## config.mk

```make
export PLATFORM = sky130hd
export DESIGN_NAME = c_escape_byte_encoder
export DESIGN_NICKNAME = d
export VERILOG_FILES = /design/src/rtl/ceb_pkg.sv /design/src/rtl/ceb_front.sv /design/src/rtl/ceb_queue.sv /design/src/rtl/ceb_back.sv /design/src/rtl/c_escape_byte_encoder.sv
export SDC_FILE = /design/constraint.sdc
export NUM_CORES = 1
export LEC_CHECK = 0
export BUFFER_PORTS_ARGS = -buffer_cell sky130_fd_sc_hd__buf_2
export CAP_MARGIN = 40
export CORE_MARGIN = 5
export CORE_UTILIZATION = 54
export DETAILED_ROUTE_END_ITERATION = 8
export HOLD_SLACK_MARGIN = 0.12
export MAX_ROUTING_LAYER = met4
export PLACE_DENSITY = 0.74
export SLEW_MARGIN = 15
export SYNTH_ARGS = -nofsm -noshare
export SYNTH_HDL_FRONTEND = slang
export SYNTH_SLANG_ARGS = --single-unit
```

## constraint.sdc

```tcl
create_clock -name clock -period 4.45 [get_ports clock]
set_clock_uncertainty 0.15 [all_clocks]
set_input_delay 1.1125 -clock clock [delete_from_list [all_inputs] [get_ports clock]]
set_output_delay 1.1125 -clock clock [all_outputs]
set_load 0.1 [all_outputs]
```

## src/rtl/ceb_pkg.sv

```systemverilog
// Shared types and constants for the C escape byte encoder.
// Used by the front end, the queue, the back end and the top level.
package ceb_pkg;

   // Configuration register widths and reset values
   localparam int unsigned CSR_INDEX_W = 3;
   localparam int unsigned CSR_DATA_W  = 33;
   localparam int unsigned MASK_W      = 33;

   localparam logic [7:0]        RST_ESCAPE_CHAR_A  = 8'h5C;
   localparam logic [7:0]        RST_ESCAPE_CHAR_B  = 8'h22;
   localparam logic [7:0]        RST_ESCAPE_CHAR_C  = 8'h27;
   localparam logic [1:0]        RST_ESCAPE_COUNT   = 2'd1;
   localparam logic [MASK_W-1:0] RST_EXCEPTION_MASK = '0;

   // Register indexes on the configuration port
   typedef enum logic [CSR_INDEX_W-1:0] {
      CSR_ESCAPE_CHAR_A  = 3'd0,
      CSR_ESCAPE_CHAR_B  = 3'd1,
      CSR_ESCAPE_CHAR_C  = 3'd2,
      CSR_ESCAPE_COUNT   = 3'd3,
      CSR_EXCEPTION_MASK = 3'd4
   } csr_index_type;

   // Character constants
   localparam logic [7:0] BACKSLASH  = 8'h5C;
   localparam logic [7:0] DIGIT_ZERO = 8'h30;
   localparam logic [7:0] PRINT_LOW  = 8'h20;
   localparam logic [7:0] PRINT_HIGH = 8'h7E;
   localparam logic [7:0] CODE_DEL   = 8'h7F;

   // Queue depth default
   localparam int unsigned QUEUE_DEPTH_DEFAULT = 2;

   // How the back end expands one queued request
   typedef enum logic [1:0] {
      KIND_PLAIN = 2'd0,   // the byte itself
      KIND_PAIR  = 2'd1,   // backslash, then the byte
      KIND_OCTAL = 2'd2    // backslash, then three octal digits
   } kind_type;

   typedef struct packed {
      kind_type   kind;
      logic [7:0] data;
   } entry_type;

endpackage

```

## src/rtl/ceb_front.sv

```systemverilog
// Front end: configuration registers and classification of each request.
// Depends on ceb_pkg; feeds ceb_queue with one entry per accepted request.
module ceb_front (
   input  logic                             clock,
   input  logic                             reset,
   input  logic                             csr_we,
   input  logic [ceb_pkg::CSR_INDEX_W-1:0]  csr_index,
   input  logic [ceb_pkg::CSR_DATA_W-1:0]   csr_wdata,
   input  logic [7:0]                       in_byte,
   output ceb_pkg::entry_type               entry
);

   logic [7:0]                   escape_char_a_ff, escape_char_a_in;
   logic [7:0]                   escape_char_b_ff, escape_char_b_in;
   logic [7:0]                   escape_char_c_ff, escape_char_c_in;
   logic [1:0]                   escape_count_ff,  escape_count_in;
   logic [ceb_pkg::MASK_W-1:0]   exception_mask_ff, exception_mask_in;

   logic       printable;
   logic       in_escape_set;
   logic       exception;
   logic [7:0] letter;
   logic       has_letter;

   // Register writes; an unknown index is ignored
   always_comb begin
      escape_char_a_in  = escape_char_a_ff;
      escape_char_b_in  = escape_char_b_ff;
      escape_char_c_in  = escape_char_c_ff;
      escape_count_in   = escape_count_ff;
      exception_mask_in = exception_mask_ff;
      if (csr_we) begin
         case (csr_index)
            ceb_pkg::CSR_ESCAPE_CHAR_A:  escape_char_a_in  = csr_wdata[7:0];
            ceb_pkg::CSR_ESCAPE_CHAR_B:  escape_char_b_in  = csr_wdata[7:0];
            ceb_pkg::CSR_ESCAPE_CHAR_C:  escape_char_c_in  = csr_wdata[7:0];
            ceb_pkg::CSR_ESCAPE_COUNT:   escape_count_in   = csr_wdata[1:0];
            ceb_pkg::CSR_EXCEPTION_MASK: exception_mask_in = csr_wdata[ceb_pkg::MASK_W-1:0];
            default: ;
         endcase
      end
   end

   always_ff @(posedge clock) begin
      if (reset) begin
         escape_char_a_ff  <= ceb_pkg::RST_ESCAPE_CHAR_A;
         escape_char_b_ff  <= ceb_pkg::RST_ESCAPE_CHAR_B;
         escape_char_c_ff  <= ceb_pkg::RST_ESCAPE_CHAR_C;
         escape_count_ff   <= ceb_pkg::RST_ESCAPE_COUNT;
         exception_mask_ff <= ceb_pkg::RST_EXCEPTION_MASK;
      end else begin
         escape_char_a_ff  <= escape_char_a_in;
         escape_char_b_ff  <= escape_char_b_in;
         escape_char_c_ff  <= escape_char_c_in;
         escape_count_ff   <= escape_count_in;
         exception_mask_ff <= exception_mask_in;
      end
   end

   // Short escape letters
   always_comb begin
      has_letter = 1'b1;
      case (in_byte)
         8'h0A:   letter = 8'h6E;   // n
         8'h09:   letter = 8'h74;   // t
         8'h0C:   letter = 8'h66;   // f
         8'h0B:   letter = 8'h76;   // v
         8'h0D:   letter = 8'h72;   // r
         8'h07:   letter = 8'h61;   // a
         8'h08:   letter = 8'h62;   // b
         default: begin
            letter     = in_byte;
            has_letter = 1'b0;
         end
      endcase
   end

   // Classification
   assign printable = (in_byte >= ceb_pkg::PRINT_LOW) && (in_byte <= ceb_pkg::PRINT_HIGH);

   assign in_escape_set = ((escape_count_ff >= 2'd1) && (in_byte == escape_char_a_ff))
                       || ((escape_count_ff >= 2'd2) && (in_byte == escape_char_b_ff))
                       || ((escape_count_ff == 2'd3) && (in_byte == escape_char_c_ff));

   // Control codes use their own mask bit, delete uses the top bit
   assign exception = ((in_byte[7:5] == 3'b000) && exception_mask_ff[in_byte[4:0]])
                   || ((in_byte == ceb_pkg::CODE_DEL) && exception_mask_ff[ceb_pkg::MASK_W-1]);

   always_comb begin
      entry.data = in_byte;
      if (printable) begin
         entry.kind = in_escape_set ? ceb_pkg::KIND_PAIR : ceb_pkg::KIND_PLAIN;
      end else if (exception) begin
         entry.kind = ceb_pkg::KIND_PLAIN;
      end else if (has_letter) begin
         entry.kind = ceb_pkg::KIND_PAIR;
         entry.data = letter;
      end else begin
         entry.kind = ceb_pkg::KIND_OCTAL;
      end
   end

endmodule

```

## src/rtl/ceb_queue.sv

```systemverilog
// Short queue of classified requests between front and back end.
// Depends on ceb_pkg for the entry type.
module ceb_queue #(
   parameter int unsigned DEPTH = ceb_pkg::QUEUE_DEPTH_DEFAULT
) (
   input  logic               clock,
   input  logic               reset,
   input  logic               push,
   input  ceb_pkg::entry_type push_entry,
   output logic               full,
   input  logic               pop,
   output logic               head_valid,
   output ceb_pkg::entry_type head_entry
);

   localparam int unsigned PTR_W = (DEPTH > 1) ? $clog2(DEPTH) : 1;
   localparam int unsigned CNT_W = $clog2(DEPTH + 1);
   localparam logic [PTR_W-1:0] LAST_PTR = PTR_W'(DEPTH - 1);
   localparam logic [CNT_W-1:0] FULL_CNT = CNT_W'(DEPTH);

   ceb_pkg::entry_type slot_ff [DEPTH];
   logic [PTR_W-1:0]   wr_ptr_ff, wr_ptr_in;
   logic [PTR_W-1:0]   rd_ptr_ff, rd_ptr_in;
   logic [CNT_W-1:0]   count_ff,  count_in;
   logic               do_push, do_pop;

   assign full       = (count_ff == FULL_CNT);
   assign head_valid = (count_ff != '0);
   assign head_entry = slot_ff[rd_ptr_ff];

   assign do_push = push && !full;
   assign do_pop  = pop && head_valid;

   // Pointer and fill-count update
   always_comb begin
      wr_ptr_in = wr_ptr_ff;
      rd_ptr_in = rd_ptr_ff;
      count_in  = count_ff;
      if (do_push) begin
         wr_ptr_in = (wr_ptr_ff == LAST_PTR) ? '0 : wr_ptr_ff + PTR_W'(1);
      end
      if (do_pop) begin
         rd_ptr_in = (rd_ptr_ff == LAST_PTR) ? '0 : rd_ptr_ff + PTR_W'(1);
      end
      if (do_push && !do_pop) begin
         count_in = count_ff + CNT_W'(1);
      end else if (do_pop && !do_push) begin
         count_in = count_ff - CNT_W'(1);
      end
   end

   always_ff @(posedge clock) begin
      if (reset) begin
         wr_ptr_ff <= '0;
         rd_ptr_ff <= '0;
         count_ff  <= '0;
      end else begin
         wr_ptr_ff <= wr_ptr_in;
         rd_ptr_ff <= rd_ptr_in;
         count_ff  <= count_in;
      end
   end

   // Storage, no reset
   always_ff @(posedge clock) begin
      if (do_push) begin
         slot_ff[wr_ptr_ff] <= push_entry;
      end
   end

endmodule

```

## src/rtl/ceb_back.sv

```systemverilog
// Back end: expands the queue head into one to four response bytes.
// Depends on ceb_pkg; pops ceb_queue on the final byte of each run.
module ceb_back (
   input  logic               clock,
   input  logic               reset,
   input  logic               head_valid,
   input  ceb_pkg::entry_type head_entry,
   output logic               pop,
   output logic               rsp_tvalid,
   input  logic               rsp_tready,
   output logic [7:0]         rsp_tdata,
   output logic               rsp_tlast
);

   logic [1:0] step_ff, step_in;
   logic       beat;

   assign rsp_tvalid = head_valid;
   assign beat       = rsp_tvalid && rsp_tready;
   assign pop        = beat && rsp_tlast;

   // Byte select and end of run
   always_comb begin
      rsp_tdata = ceb_pkg::BACKSLASH;
      rsp_tlast = 1'b0;
      case (head_entry.kind)
         ceb_pkg::KIND_PLAIN: begin
            rsp_tdata = head_entry.data;
            rsp_tlast = 1'b1;
         end
         ceb_pkg::KIND_PAIR: begin
            if (step_ff != 2'd0) begin
               rsp_tdata = head_entry.data;
               rsp_tlast = 1'b1;
            end
         end
         ceb_pkg::KIND_OCTAL: begin
            case (step_ff)
               2'd1:    rsp_tdata = ceb_pkg::DIGIT_ZERO | {6'b0, head_entry.data[7:6]};
               2'd2:    rsp_tdata = ceb_pkg::DIGIT_ZERO | {5'b0, head_entry.data[5:3]};
               2'd3: begin
                  rsp_tdata = ceb_pkg::DIGIT_ZERO | {5'b0, head_entry.data[2:0]};
                  rsp_tlast = 1'b1;
               end
               default: rsp_tdata = ceb_pkg::BACKSLASH;
            endcase
         end
         default: begin
            rsp_tdata = head_entry.data;
            rsp_tlast = 1'b1;
         end
      endcase
   end

   // Position within the current run
   always_comb begin
      step_in = step_ff;
      if (beat) begin
         step_in = rsp_tlast ? 2'd0 : step_ff + 2'd1;
      end
   end

   always_ff @(posedge clock) begin
      if (reset) begin
         step_ff <= 2'd0;
      end else begin
         step_ff <= step_in;
      end
   end

endmodule

```

## src/rtl/c_escape_byte_encoder.sv

```systemverilog
// C escape byte encoder: each request byte becomes its C-escaped form as a
// run of one, two or four response bytes, tlast marking the final one. The
// front end classifies a byte in the cycle it is accepted and writes it to a
// queue of QUEUE_DEPTH entries; the back end sends one response byte per
// cycle while rsp_tready is high, the throughput set by the single output
// byte lane; from an empty queue the first comes the cycle after acceptance.
// Requests take one byte, two (backslash and character or letter) or four
// (backslash and three octal digits). Plain bytes stream likewise at one
// request per cycle, given QUEUE_DEPTH >= 2. The user must write configuration
// through the csr_ port only while the block is idle; this is not enforced.
// Depends on ceb_pkg, ceb_front, ceb_queue and ceb_back.
module c_escape_byte_encoder #(
   parameter int unsigned QUEUE_DEPTH = ceb_pkg::QUEUE_DEPTH_DEFAULT
) (
   input  logic                            clock,
   input  logic                            reset,
   input  logic                            csr_we,
   input  logic [ceb_pkg::CSR_INDEX_W-1:0] csr_index,
   input  logic [ceb_pkg::CSR_DATA_W-1:0]  csr_wdata,
   input  logic                            req_tvalid,
   output logic                            req_tready,
   input  logic [7:0]                      req_tdata,   // [7:0] in_byte
   output logic                            rsp_tvalid,
   input  logic                            rsp_tready,
   output logic [7:0]                      rsp_tdata,   // [7:0] out_byte
   output logic                            rsp_tlast    // out_last
);

   ceb_pkg::entry_type push_entry;
   ceb_pkg::entry_type head_entry;
   logic               full;
   logic               head_valid;
   logic               pop;

   assign req_tready = !full;

   ceb_front u_front (
      .clock     (clock),
      .reset     (reset),
      .csr_we    (csr_we),
      .csr_index (csr_index),
      .csr_wdata (csr_wdata),
      .in_byte   (req_tdata),
      .entry     (push_entry)
   );

   ceb_queue #(
      .DEPTH (QUEUE_DEPTH)
   ) u_queue (
      .clock      (clock),
      .reset      (reset),
      .push       (req_tvalid),
      .push_entry (push_entry),
      .full       (full),
      .pop        (pop),
      .head_valid (head_valid),
      .head_entry (head_entry)
   );

   ceb_back u_back (
      .clock      (clock),
      .reset      (reset),
      .head_valid (head_valid),
      .head_entry (head_entry),
      .pop        (pop),
      .rsp_tvalid (rsp_tvalid),
      .rsp_tready (rsp_tready),
      .rsp_tdata  (rsp_tdata),
      .rsp_tlast  (rsp_tlast)
   );

endmodule

```

# After elaboration in Yosys (flattened, before gate mapping)
# Memory sizes are Yosys's and may differ from the RTL's. A register that Yosys moved wholly into a read port is not among the register bits.
# Index checks and enable logic that the tools add are counted.
# word_totals
reg_bits,65
ramBits,20
in_bits,49
out_inout_bits,11
word_cells,97
memories,1
# mem_list
memory,depth,word_bits,rd,rd_ports_with_merged_regs,write_ports,line_no,rtl
u_queue.slot_ff,2,10,1,1,1,ceb_queue.sv:21,ceb_pkg::entry_type slot_ff [DEPTH];
# classes
add_sub_neg,5
order_cmp,5
eq_ne,22
mux,26
reduce_logical,29
# op_table
cell,n
$pmux 8 s7,1
$eq 8x4->1 const B,6
$mux 8,4
$eq 8x8->1,3
$pmux 7 s3,1
$pmux 8 s2,1
$logic_and 1x1->1,12
$mux 2,6
$mux 1,11
$eq 2x2->1 const B,5
$reduce_and 2->1,5
$eq 8x3->1 const B,1
$eq 8x7->1 const B,1
$ge 8x6->1 const B,1
$le 8x7->1 const B,1
$lt 5x7->1 const B,1
$reduce_or 7->1,1
$eq 3x2->1 const B,2
$logic_not 3->1,2
$reduce_bool 2->1,3
$bmux 1 s5,1
$add 2x1->2 const B,2
$eq 2x1->1 const B,2
$eq 3x1->1 const B,1
other kinds (8),13

# Logic depth before layout (Yosys ltp)
# logic_depth
depth_word,8
depth_mapped,11
depth_no_buf,10

# Modules after synthesis
# A second synthesis with hierarchy kept.
# unflattened
cells_unflattened,461
area_unflattened_um2,4221.5
# by_module_without_submodules
module,n_inst,cells_per_inst,area_per_inst_um2,seq_area_each_um2
ceb_front,1,354,2904.0,1181.1
ceb_queue,1,56,938.4,700.7
ceb_back,1,50,375.4,40.0
c_escape_byte_encoder,1,1,3.8,0.0

# Worst setup path after synthesis
# Ideal clock, no wire load.
# synth_timing
path_kind,flip-flop to output port
from,reg with a tool-made name
to,out rsp_tdata[0]
t_arrival_ps,3903
required_time_ps,3188
setup_slack_ps,-716
stages_incl_launch_ff,9
path_buffers,1
cell_sequence,dfxtp_1 > buf_2 > mux2i_1 > inv_1 > ha_1 > or3b_2 > inv_1 > a21boi_0 > o21ai_0
# synth_rtl
element,line_no,rtl
"end, declared",c_escape_byte_encoder.sv:25,"output logic [7:0] rsp_tdata,"

==> run summary <==
The run finished with clean final reports. Total CTS buffers: 9. The final-report max-slew violation count was 0; the clock share of power was 0.227.

Setup repair after global routing left no endpoint under its margin. Including well taps, the total number of placed cells is 608. Of all nets on the critical path, the largest fanout is 6. Summed over all nets, the switching power comes to 1.04 mW.

Signal arrival time at the worst endpoint: 2.79 ns. The effective utilization at floorplan was 0.548. The number of cells upsized or downsized after cts was 0.

60 I/O pins were placed. Summed over all cells, the static leakage comes to 1.85 nW. The number of hold-slack violations in the final timing report is 0, and the share of Yosys cell area claimed by the top area cell type is 0.316.

The biggest area contributor in the post-synthesis netlist is dfxtp_1. In this run, the number of DRC markers left after iteration 0 of detailed routing was 137. The combined global-route utilization of all metal layers is 0.195.

The logs give 0.276 mV for the maximum ir drop on the vdd rail and 4.36 mm for the met2 wirelength from detailed routing. The number of port buffers is 59, and the sum of met3 wire segment lengths after detailed routing is 387 um. The count of placed standard cells in the final layout, fillers left out was 625; the final critical path time including I/O delays and setup was 4.06 ns. For this design the ratio of total power to cell area is 497 nW/um^2. After detailed routing, the average wire length per cell comes to 14.1 um.

The number of antenna diodes in the final layout is 0. The tools report the post-detailed-route count of antenna-violating nets as 0. For this run, the number of Yosys warnings is 0. The clock passes through at most 2 buffers.

The tools report the max-cap violation count as 0. The number of hold buffers added after CTS was 0. The count of state elements after synthesis was 86. The tools report the critical path endpoint category as an output pin.

The sequential power share was 0.381; the clock sink total was 86. Worst min-delay path startpoint: u_front.exception_mask_ff[23]. The highest layer touched by signal routing is met4. TritonCTS built the clock tree. Internal power comes to 1.32 mW. The overall power consumption is 2.36 mW. The tightest hold margin is 0.309 ns. For the pin with the worst max-slew slack, the measured transition is 0.831 ns. The vias per cell came out at 5.32.

The setup path with the least slack is of type reg2out. Clock latency on the worst-skew pair, taken at its later pin, is 0.36 ns. The count of different cell masters after synthesis was 53; the area of the die was 9620 sq um.

The routed length on met1 was 3.88 mm; the total grt overflow was 0. In the routed design, unresolved DRC markers number 0. Static timing analysis puts the maximum clock frequency at 247 MHz.

The tools report the detailed-routing iteration count for the pre-antenna-repair pass as 4. The tree is rooted in a clkbuf_8. The floorplan has 32 rows.

The share of post-route cells with drive strength above 1 is 0.187, and the total setup violations reported at the end of the flow is 0. CTS built an H-tree with a depth of 3. The vertical die dimension is 98.1 um, and the number of synthesized flops with an enable pin is 20.

The fraction of registers with async set or reset after synthesis works out to 0. The most used flip-flop cell after synthesis is dfxtp_1. Fraction of the cycle the final worst path needs: 0.911. The first global-routing pass estimated 14.9 mm of wire. Post-CTS timing repair inserted 0 buffers for setup. The final layout contains 575 nets. After synthesis, the cell types taking the most area are dfxtp_1 32%, edfxtp_1 14%, nand2_1 10%. Clock-pin slew was measured on the worst setup and hold paths at 0.09 ns. The sum of net half-perimeters after detailed placement is 6.56 mm, and the switching power share of the total is 0.442. The classification of the worst-slack hold path was reg2reg. STA puts the critical path data required time at 3.19 ns.

In this run the standard cell core region covers 7650 sq um. The tools report the element type at the critical path start as a flop. The die is 98.1 um wide.

The synthesized netlist net count came out at 528. Counting every instance in the synthesized netlist gives 471. The final layout contains routed wiring with a total length of 8.80 mm.

The tools report the worst slew slack as a fraction of its limit as 0.441. The vias after detailed routing was 3,327. The portion of the post-synthesis area used by sequential elements is 0.459, and the mean post-synth cell area is 8.89 sq um.

The logic gate share of total power is 0.392, and the placer congestion estimate is 0.902. After synthesis the cells add up to 4190 sq um. Number of global-route vias before repair: 3,220. The maximum number of pins on one net before global-route repair is 45. The initial antenna violation count was 0; the relative area change from synthesis to final layout was 13.4%.
## layout by cell type (no fill, tap or decap), types with 9 or more instances in the layout
cell type / n
a21oi_1: 53
buf_2: 59
clkbuf_8: 9
dfxtp_1: 66
edfxtp_1: 20
inv_1: 17
mux2i_1: 20
nand2_1: 113
nor2_1: 25
xor2_1: 19
## kinds of logic (layout without fill, tap and decap cells)
logic type | after synthesis | count (layout) | share of synthesized area
xor+xnor | 25 | 25 | 0.0523
fa+ha+maj | 8 | 8 | 0.0239
mux | 27 | 27 | 0.0774
compound gates | 93 | 93 | 0.144
simple gates | 186 | 186 | 0.197
buf+inv | 46 | 98 | 0.0469
flops | 86 | 86 | 0.459
## Yosys cell counts, types with 2 or more instances
library cell / count
xor2_1: 19
a21oi_1: 53
nand2b_1: 2
mux2i_1: 20
nor2_1: 25
clkbuf_1: 21
xnor2_1: 6
edfxtp_1: 20
a211oi_1: 4
nand3_1: 7
mux4_2: 4
or2_2: 2
nand2_1: 113
o22ai_1: 4
ha_1: 8
mux2_2: 3
a211o_1: 5
inv_1: 17
o21bai_1: 2
a41oi_1: 2
a221oi_1: 2
o21ai_0: 7
buf_4: 3
dfxtp_1: 66
nor4_1: 4
and3_1: 3
nor3_1: 5
nand3b_1: 7
nand4_1: 3
nor2b_1: 8
buf_2: 3
a22oi_1: 2
## worst max-delay path, cell delays in order, from the launching register on
cell and delay (ns):
dfxtp_1 0.45, mux2i_1 0.27, inv_1 0.07, ha_1 0.34
or3b_2 0.51, inv_1 0.09, a21boi_0 0.13, o21ai_1 0.15
buf_2 0.43
## registers in the layout, summed over array words and instances, names as in the netlist, 2 cells and up, named ones only
register,flops
u_front.exception_mask_ff,33
u_queue.count_ff,2
u_front.escape_count_ff,2
u_front.escape_char_b_ff,8
u_queue.slot_ff,20
u_front.escape_char_a_ff,8
u_front.escape_char_c_ff,8
u_back.step_ff,2
## metrics by stage
stage          worst slack [ns]   util  area [sq um]  setup TNS [ns]
5_1_grt                   0.160  0.621          4750               0
3_5_place_dp              0.777  0.594          4540               0
2_1_floorplan          -0.00216      -          4190        -0.00216
4_1_cts                   0.377  0.620          4740               0
6_report                  0.394  0.621          4750               0
3_3_place_gp              0.859  0.588          4500               0
## final timing paths
kind	to	slack [ns]	cells after the start
setup / recovery	rsp_tdata[0]	0.39	8
hold / removal	u_front.exception_mask_ff[23]	0.31	2
setup reg to reg	u_queue.count_ff[1]	1.70	9
hold reg to reg	u_front.exception_mask_ff[23]	0.31	2
## power by group through the flow
stage / logic [mW] / clock network (mW) / registers [mW]
6_report: 0.925 / 0.535 / 0.898
3_5_place_dp: 0.924 / 0 / 0.917
4_1_cts: 0.927 / 0.545 / 0.899
5_1_grt: 0.982 / 0.579 / 0.906
3_3_place_gp: 0.909 / 0 / 0.913
2_1_floorplan: 0.779 / 0 / 0.904
## layer usage
metal / vias to the layer above / global-route usage
li1: 1704 / -
met1: 1541 / 0.244
met2: 70 / 0.319
met3: 12 / 0.0293
met4: 0 / 0.0756
met5: - / -
## area by class of cell
type,count,area [sq um]
Timing Repair Buffer,65,360
Inverter,17,63.8
Multi-Input combinational cell,339,2080
Sequential cell,86,1920
Fill cell,672,2900
Clock inverter,6,48.8
Tap cell,102,128
Clock buffer,10,149
No activity file was read; power rests on OpenSTA's default activity.
